==> config.mk <==
export PLATFORM = sky130hd
export DESIGN_NAME = arp_ctrl
export DESIGN_NICKNAME = d
export VERILOG_FILES = /design/src/rtl/arp_pkg.sv /design/src/rtl/arp_ctrl.sv
export SDC_FILE = /design/constraint.sdc
export NUM_CORES = 1
export LEC_CHECK = 0
export BUFFER_PORTS_ARGS = -buffer_cell sky130_fd_sc_hd__buf_2
export CAP_MARGIN = 20
export CORE_MARGIN = 8
export CORE_UTILIZATION = 35
export DETAILED_ROUTE_END_ITERATION = 12
export GPL_ROUTABILITY_DRIVEN = 0
export PLACE_DENSITY = 0.69
export SLEW_MARGIN = 15
export SYNTH_ARGS = -nofsm -noshare
export SYNTH_HDL_FRONTEND = slang
export SYNTH_SLANG_ARGS = --single-unit
==> constraint.sdc <==
create_clock -name clock -period 3.8 [get_ports clock]
set_input_delay 0.76 -clock clock [delete_from_list [all_inputs] [get_ports clock]]
set_output_delay 0.76 -clock clock [all_outputs]
set_load 0.01 [all_outputs]
==> src/rtl/arp_pkg.sv <==
// ----------------------------------------------------------------------------
// ARP cache package
// Shared types and constants for the address resolution cache.
// ----------------------------------------------------------------------------
`default_nettype none
package arp_pkg;
   localparam int Entries = 128;
   localparam int IdxW = $clog2(Entries);
   localparam int CntW = $clog2(Entries + 1);

   localparam logic [1:0] OP_ADD    = 2'd0;
   localparam logic [1:0] OP_LOOKUP = 2'd1;
   localparam logic [1:0] OP_DELETE = 2'd2;
   localparam logic [1:0] OP_TICK   = 2'd3;

   localparam logic [1:0] ST_OK       = 2'd0;
   localparam logic [1:0] ST_FULL     = 2'd1;
   localparam logic [1:0] ST_NOTFOUND = 2'd2;

   localparam logic [15:0] LIFETIME_RESET = 16'd1200;

   typedef struct packed {
      logic [1:0]  operation;
      logic [31:0] ip_address;
      logic [47:0] mac_address;
      logic        has_mac;
      logic [3:0]  interface_id;
      logic        is_static;
   } req_type;

   typedef struct packed {
      logic [1:0]  status;
      logic [47:0] found_mac;
      logic [3:0]  found_interface;
      logic        found_static;
      logic [7:0]  entry_count;
      logic [7:0]  removed_count;
   } rsp_type;

   // controller to datapath
   typedef struct packed {
      logic            load;     // latch request, clear scan state
      logic [IdxW-1:0] rd_addr;  // entry memory read address
      logic            scan;     // examine entry at scan_idx (read data valid)
      logic [IdxW-1:0] scan_idx; // index of the entry now in the read register
      logic            commit;   // apply the operation result
      logic            tick_inc; // advance seconds at load of a tick
   } cmd_type;
endpackage
`default_nettype wire

==> src/rtl/arp_ctrl.sv <==
// ----------------------------------------------------------------------------
// ARP cache controller
// Sequences one request: load, scan every slot through the memory, commit.
// ----------------------------------------------------------------------------
`default_nettype none
module arp_ctrl (
   input  wire logic             clock,
   input  wire logic             reset,
   input  wire logic             start,
   output logic                  busy,
   output arp_pkg::cmd_type      cmd
);
   localparam logic [1:0] S_IDLE = 2'd0;
   localparam logic [1:0] S_SCAN = 2'd1;
   localparam logic [1:0] S_LAST = 2'd2;
   localparam logic [1:0] S_DONE = 2'd3;

   logic [1:0] state_ff, state_in;
   logic [arp_pkg::IdxW-1:0] addr_ff, addr_in;
   logic rd_ok_ff, rd_ok_in;
   logic [arp_pkg::IdxW-1:0] rd_idx_ff;

   // advance through read address issue; read data is registered and valid in the cycle after
   always_comb begin
      state_in = state_ff;
      addr_in  = addr_ff;
      rd_ok_in = 1'b0;
      case (state_ff)
         S_IDLE: begin
            if (start) begin
               state_in = S_SCAN;
               addr_in  = '0;
            end
         end
         S_SCAN: begin
            rd_ok_in = 1'b1;
            if (addr_ff == arp_pkg::IdxW'(arp_pkg::Entries - 1)) begin
               state_in = S_LAST;
            end else begin
               addr_in = addr_ff + 1'b1;
            end
         end
         S_LAST: state_in = S_DONE;
         S_DONE: state_in = S_IDLE;
         default: state_in = S_IDLE;
      endcase
   end

   always_ff @(posedge clock) begin
      if (reset) begin
         state_ff <= S_IDLE;
         addr_ff  <= '0;
         rd_ok_ff <= 1'b0;
      end else begin
         state_ff <= state_in;
         addr_ff  <= addr_in;
         rd_ok_ff <= rd_ok_in;
      end
      rd_idx_ff <= addr_ff;
   end

   assign busy = (state_ff != S_IDLE);
   always_comb begin
      cmd.load     = (state_ff == S_IDLE) && start;
      cmd.tick_inc = cmd.load;
      cmd.rd_addr  = addr_ff;
      cmd.scan     = rd_ok_ff;
      cmd.scan_idx = rd_idx_ff;
      cmd.commit   = (state_ff == S_DONE);
   end
endmodule
`default_nettype wire

==> results of run 1 <==
[routing by layer]
metal / track usage / wire (um) / vias to the layer above
met2: 0.130 / 596 / 21
li1: - / - / 315
met3: 0.0288 / 163 / 5
met4: 0.0584 / 40 / 0
met1: 0.102 / 657 / 273
met5: 0 / 0 / -
[critical path, cell delays in order (launching register included)]
cell and delay, ps:
dfxtp_1 400, inv_1 100, ha_1 290, nand2_1 110, inv_1 50, buf_2 140
[synth_stat cells (2+ instances only)]
| cell type | count |
|---|---|
| ha_1 | 6 |
| dfxtp_1 | 17 |
| nand2_1 | 8 |
| inv_1 | 5 |
| nand3_1 | 4 |
| buf_4 | 2 |
| o31ai_1 | 2 |
| nor2_1 | 2 |
| nor2b_1 | 2 |
| o21ai_0 | 6 |
| a21oi_1 | 3 |
| o221ai_1 | 2 |
[final cells by class]
cell class,instances,share of cell area
Clock buffer,4,0.0300
Inverter,5,0.0214
Multi-Input combinational cell,52,0.401
Sequential cell,17,0.389
Tap cell,27,0.0386
Timing Repair Buffer,21,0.120
[cell families after synthesis]
kind of cell	after synthesis
and+or+nand+nor	27
adders and majority gates	6
AOI/OAI and AO/OA	19
buffers and inverters	9
DFF	17
[worst min path at each step]
stage               slack (ps)      endpoint  depth (start not counted)  startpoint
CTS                        410  rd_idx_ff[6]                          0  addr_ff[6]
floorplan                  400  rd_idx_ff[6]                          0  addr_ff[6]
finish                     400  rd_idx_ff[6]                          0  addr_ff[6]
global route               430  rd_idx_ff[6]                          0  addr_ff[6]
global placement           390  rd_idx_ff[6]                          0  addr_ff[6]
detailed placement         390  rd_idx_ff[6]                          0  addr_ff[6]
[registers in the layout, summed over array words and instances (netlist names)]
register and count:
addr_ff 7, rd_idx_ff 7, state_ff 2, rd_ok_ff 1
[power groups by stage]
stage                     Sequential [mW]  Combinational (mW)  Clock (mW)
after floorplan                     0.228               0.180           0
after global placement              0.224               0.225           0
after detailed placement            0.226               0.228           0
after CTS                           0.222               0.231      0.0990
after global routing                0.225               0.255       0.110
final                               0.222               0.228      0.0962
[metrics by stage]
stage	cells	hold slack, ps	util	worst slack [ps]	total power [mW]
2_1_floorplan	78	402	-	2000	0.408
3_3_place_gp	122	392	0.429	1930	0.449
3_5_place_dp	122	393	0.429	1910	0.454
4_1_cts	126	406	0.442	1670	0.551
5_1_grt	126	429	0.442	1540	0.590
6_report	126	403	0.442	1670	0.546
==> summary.txt, run 1 <==
Synthesis
  • Synth Area in Adders: 0.101
  • Mapped Avg Cell Area: 9.51 um^2
  • Synth top area share: 0.459
  • Synth cell types: 31
  • Mux cell area share after synthesis: 0
  • Synth Area in Compound Gates: 0.165
  • Asr flop ratio synth: 0
  • Syn Nets: 87
  • Post-synth EDFFs: 0
  • Area of the mapped netlist: 742 um^2
  • Yosys warning total: 0
  • Sequential-to-total area share from yosys stat: 0.459
  • Post-Synth Simple-Gate Area: 0.207
  • Yosys reg bits: 17
  • Largest family of logic cells by synthesized area: simple AND/OR/NAND/NOR gates
  • Mapped Cells: 78
  • Synth Area in XOR/XNOR: 0
  • Top post-synthesis cells by area: dfxtp_1 (46%), ha_1 (10%), o21ai_0 (4.0%), nand2_1 (4.0%), nand3_1 (2.7%)
  • Most used DFF post-synth: dfxtp_1
  • Yosys top cell by area: dfxtp_1

Global routing
  • First-pass GRT wire length: 2420 um
  • Vias in the first global route: 555
  • Largest net degree at the start of global routing: 11
  • Gr usage total: 0.0864
  • Initial antenna violation count: 0
  • Gr ovfl total: 0

Route
  • DRC Markers: 0
  • Routed wire length: 1460 um
  • WL per Instance: 11.6 um
  • Vias per cell: 4.87
  • Vias: 614
  • Initial DRC Count: 6
  • Post-DRT Antenna Nets: 0
  • Pre-antenna DRT Iters: 4

Clock tree
  • Worst skew pair latency: 290 ps
  • Setup bufs post-CTS: 0
  • Reg clk slew, reported paths: 90 ps
  • CTS tree: done
  • Clock Tree Buf Depth: 2
  • Clk sink count: 17
  • Post_cts resized: 0
  • CTS Hold Bufs: 0
  • Clock Tree Root: clkbuf_4
  • CTS Buf Count: 3
  • H-Tree Depth: 1

Timing
  • Worst Skew: 4.35 ps
  • Final period util: 0.560
  • Fin. Hold Viols: 0
  • Slew @ Worst Pin: 345 ps
  • Peak Freq: 470 MHz
  • Rel. slew slack: 0.770
  • Slew Viols, Final: 0
  • Setup violations, final: 0
  • Setup TNS: 0 ps
  • Final worst path period need: 2130 ps
  • RSZ-0062 raised after global routing: false

Min path
  • Worst Hold Class: flop to flop

Power and ir drop
  • Internal: 0.336 mW
  • Switching share of power: 0.385
  • Power Density: 623 nW/um^2
  • Clock power frac: 0.176
  • Power share of the sequential group: 0.406
  • Pleak: 0.403 nW
  • VDD IR-drop max: 0.330 mV
  • Sw Pwr: 0.210 mW
  • Combinational power share: 0.418

Job
  • Max cap viols: 0

Placement
  • Port bufs: 21
  • HPWL after DPL: 1110 um
  • DP Area: 850 um^2

Critical path
  • Crit path arrival time: 1370 ps
  • WP data required: 3040 ps
  • Flop2flop setup slack: 2050 ps
  • Startpoint types: flop
  • R2r startpoint: state_ff[1]
  • Setup crit end: cmd[0]
  • Reg2reg end: addr_ff[5]
  • CP Capture Type: primary output
  • Reg2Reg Depth: 6
  • Worst-path fanout max: 6
  • Setup crit start: state_ff[0]
  • Critical path class: flop to primary output

Cells and area
  • # fillers: 196
  • Multi-input gate area: 352 um^2
  • Final Net Count: 109
  • # diodes: 0
  • Design area: 876 um^2
  • Area Overhead vs Synth: 18.0%
  • Leading cell type in the layout, fill and taps excluded: buf_2
  • Layout cells sized above 1: 0.273
  • Area taken by flip-flops and latches: 340 um^2
  • Commonest cells after routing, fill and taps aside: buf_2 (21), dfxtp_1 (17), nand2_1 (8)

Floorplan
  • # IOs: 22
  • Cell Rows: 16
  • Die Area: 3850 um^2
  • Placeable Area: 1980 um^2
  • Die H: 62.0 um
  • Initial Util: 0.374
  • Die Wd: 62.0 um

Run status
  • Status: finished clean
Note: power is estimated with default switching activity, not from simulation.
==> run 2, diff against run 1 <==
--- a/config.mk
+++ b/config.mk
@@ -11,7 +11,7 @@
 export CORE_UTILIZATION = 35
 export DETAILED_ROUTE_END_ITERATION = 12
 export GPL_ROUTABILITY_DRIVEN = 0
-export PLACE_DENSITY = 0.69
+export PLACE_DENSITY = 0.71
 export SLEW_MARGIN = 15
 export SYNTH_ARGS = -nofsm -noshare
 export SYNTH_HDL_FRONTEND = slang
==> constraint.sdc (replaced) <==
create_clock -name clock -period 1.94 [get_ports clock]
set_input_delay 0.388 -clock clock [delete_from_list [all_inputs] [get_ports clock]]
set_output_delay 0.388 -clock clock [all_outputs]
set_load 0.01 [all_outputs]
==> run 2 against run 1 <==
Compared with the run above:
- clock power up 84%
- first-iteration DRC count rose to 2.5 times the previous value
- clock skew about the same
- sequential share of layout area is 0.055 points lower
- critical path type is now flop to flop
==> summary.txt, run 2 (synthesized netlist as in run 1, its figures left out) <==
Run status
  • Status: finished clean (unchanged)

Global routing
  • Gr usage total: 0.0793 (was 0.0864)
  • Gr ovfl total: 0 (unchanged)
  • Largest net degree at the start of global routing: 11 (unchanged)
  • Vias in the first global route: 552 (was 555)
  • Initial antenna violation count: 0 (unchanged)
  • First-pass GRT wire length: 2290 um (was 2420 um)

Cells and area
  • Layout cells sized above 1: 0.283 (was 0.273)
  • Final Net Count: 109 (unchanged)
  • # diodes: 0 (unchanged)
  • # fillers: 207 (was 196)
  • Commonest cells after routing, fill and taps aside: buf_2 (21), dfxtp_1 (17), nand2_1 (8) (unchanged)
  • Leading cell type in the layout, fill and taps excluded: buf_2 (unchanged)
  • Area Overhead vs Synth: 18.2% (was 18.0%)
  • Top flop regs: addr_ff x7, rd_idx_ff x7, state_ff x2 (unchanged)

Route
  • WL per Instance: 11.6 um (about the same)
  • DRC Markers: 0 (unchanged)
  • Vias: 611 (was 614)
  • Initial DRC Count: 15 (was 6)
  • Post-DRT Antenna Nets: 0 (unchanged)
  • Routed wire length: 1470 um (was 1460 um)
  • Pre-antenna DRT Iters: 4 (unchanged)
  • Vias per cell: 4.85 (was 4.87)

Placement
  • Worst slack at placement: 231 ps (was 1910 ps)
  • HPWL after DPL: 1180 um (was 1110 um)
  • Port bufs: 21 (unchanged)

Timing
  • Fin. Hold Viols: 0 (unchanged)
  • Peak Freq: 575 MHz
  • Setup violations, final: 0 (unchanged)
  • Slew @ Worst Pin: 330 ps (was 345 ps)
  • Setup TNS: 0 ps (unchanged)
  • Final worst path period need: 1740 ps
  • Final period util: 0.896
  • RSZ-0062 raised after global routing: false (unchanged)
  • Worst Skew: 3.89 ps (was 4.35 ps)
  • Rel. slew slack: 0.780 (was 0.770)
  • Hold slack final: 393 ps (was 403 ps)
  • Setup ws final: 201 ps (was 1670 ps)
  • Slew Viols, Final: 0 (unchanged)

Critical path
  • Worst-path fanout max: 10 (was 6)
  • Setup crit start: state_ff[1] (was state_ff[0])
  • CP Capture Type: flop (was primary output)
  • Crit path arrival time: 1970 ps (was 1370 ps)
  • WP data required: 2170 ps (was 3040 ps)
  • R2r startpoint: state_ff[1] (unchanged)
  • Critical path class: flop to flop (was flop to primary output)
  • Startpoint types: flop (unchanged)

Floorplan
  • Die Wd: 62.0 um (unchanged)
  • Die Area: 3850 um^2 (unchanged)
  • Initial Util: 0.374 (unchanged)
  • Die H: 62.0 um (unchanged)
  • Cell Rows: 16 (unchanged)
  • Placeable Area: 1980 um^2 (unchanged)
  • # IOs: 22 (unchanged)

Clock tree
  • CTS Hold Bufs: 0 (unchanged)
  • Reg clk slew, reported paths: 90 ps (about the same)
  • H-Tree Depth: 1 (unchanged)
  • Worst skew pair latency: 280 ps (was 290 ps)
  • Setup bufs post-CTS: 0 (unchanged)
  • Clk sink count: 17 (unchanged)
  • CTS Buf Count: 3 (unchanged)
  • Clock Tree Buf Depth: 2 (unchanged)
  • Post_cts resized: 0 (unchanged)
  • CTS tree: done (unchanged)
  • Clock Tree Root: clkbuf_4 (unchanged)

Min path
  • Worst Hold Class: input pin to flop (was flop to flop)
  • Worst min-delay path startpoint: reset (was addr_ff[6])

Power and ir drop
  • Power Density: 1200 nW/um^2 (was 623 nW/um^2)
  • VDD IR-drop max: 0.725 mV (was 0.330 mV)
  • Design Power: 1.06 mW (was 0.546 mW)
  • Pleak: 0.405 nW (was 0.403 nW)

Job
  • Max cap viols: 0 (unchanged)
[run 2: final cells by class]
class / count / area, um^2 / area share
sequential: 17 / 340 / 0.388
inverter: 5 / 18.8 / 0.0214
tap: 27 / 33.8 / 0.0385
timing repair buffer: 21 / 105 / 0.120
multi-input combinational: 52 / 352 / 0.401
clock buffer: 3 / 22.5 / 0.0257
clock inverter: 1 / 5.00 / 0.00571
[run 2: through the flow]
step                      std cells  area [um^2]  utilization
after CTS                       126          877        0.443
after global routing            126          877        0.443
final                           126          877        0.443
after global placement          122          850        0.429
after detailed placement        122          850        0.429
after floorplan                  78          742            -
[run 2: worst paths after layout]
check	end	slack (ps)	depth (start not counted)
setup / recovery	addr_ff[5]	200	6
hold / removal	addr_ff[6]	390	2
setup reg to reg	addr_ff[5]	200	6
hold reg to reg	rd_idx_ff[6]	400	0
[run 2: power by group]
part / switching [mW] / internal, mW
combinational: 0.267 / 0.181
sequential: 0.0343 / 0.397
clock: 0.100 / 0.0765
total: 0.401 / 0.654
[run 2: metal layers]
| layer | vias up | wire length (um) | share of wire | track usage |
|---|---|---|---|---|
| li1 | 318 | - | - | - |
| met1 | 278 | 643 | 0.44 | 0.0825 |
| met3 | 2 | 95 | 0.065 | 0.0391 |
| met2 | 13 | 717 | 0.49 | 0.139 |
| met5 | - | 0 | 0 | 0 |
| met4 | 0 | 10 | 0.0068 | 0.0195 |
[run 2: worst max-delay path, stage by stage (launching register included)]
cell and delay (ps):
dfxtp_1 340, inv_1 110, ha_1 340, nor2b_4 270, nand2_2 90, or4_1 470, nand2_1 70
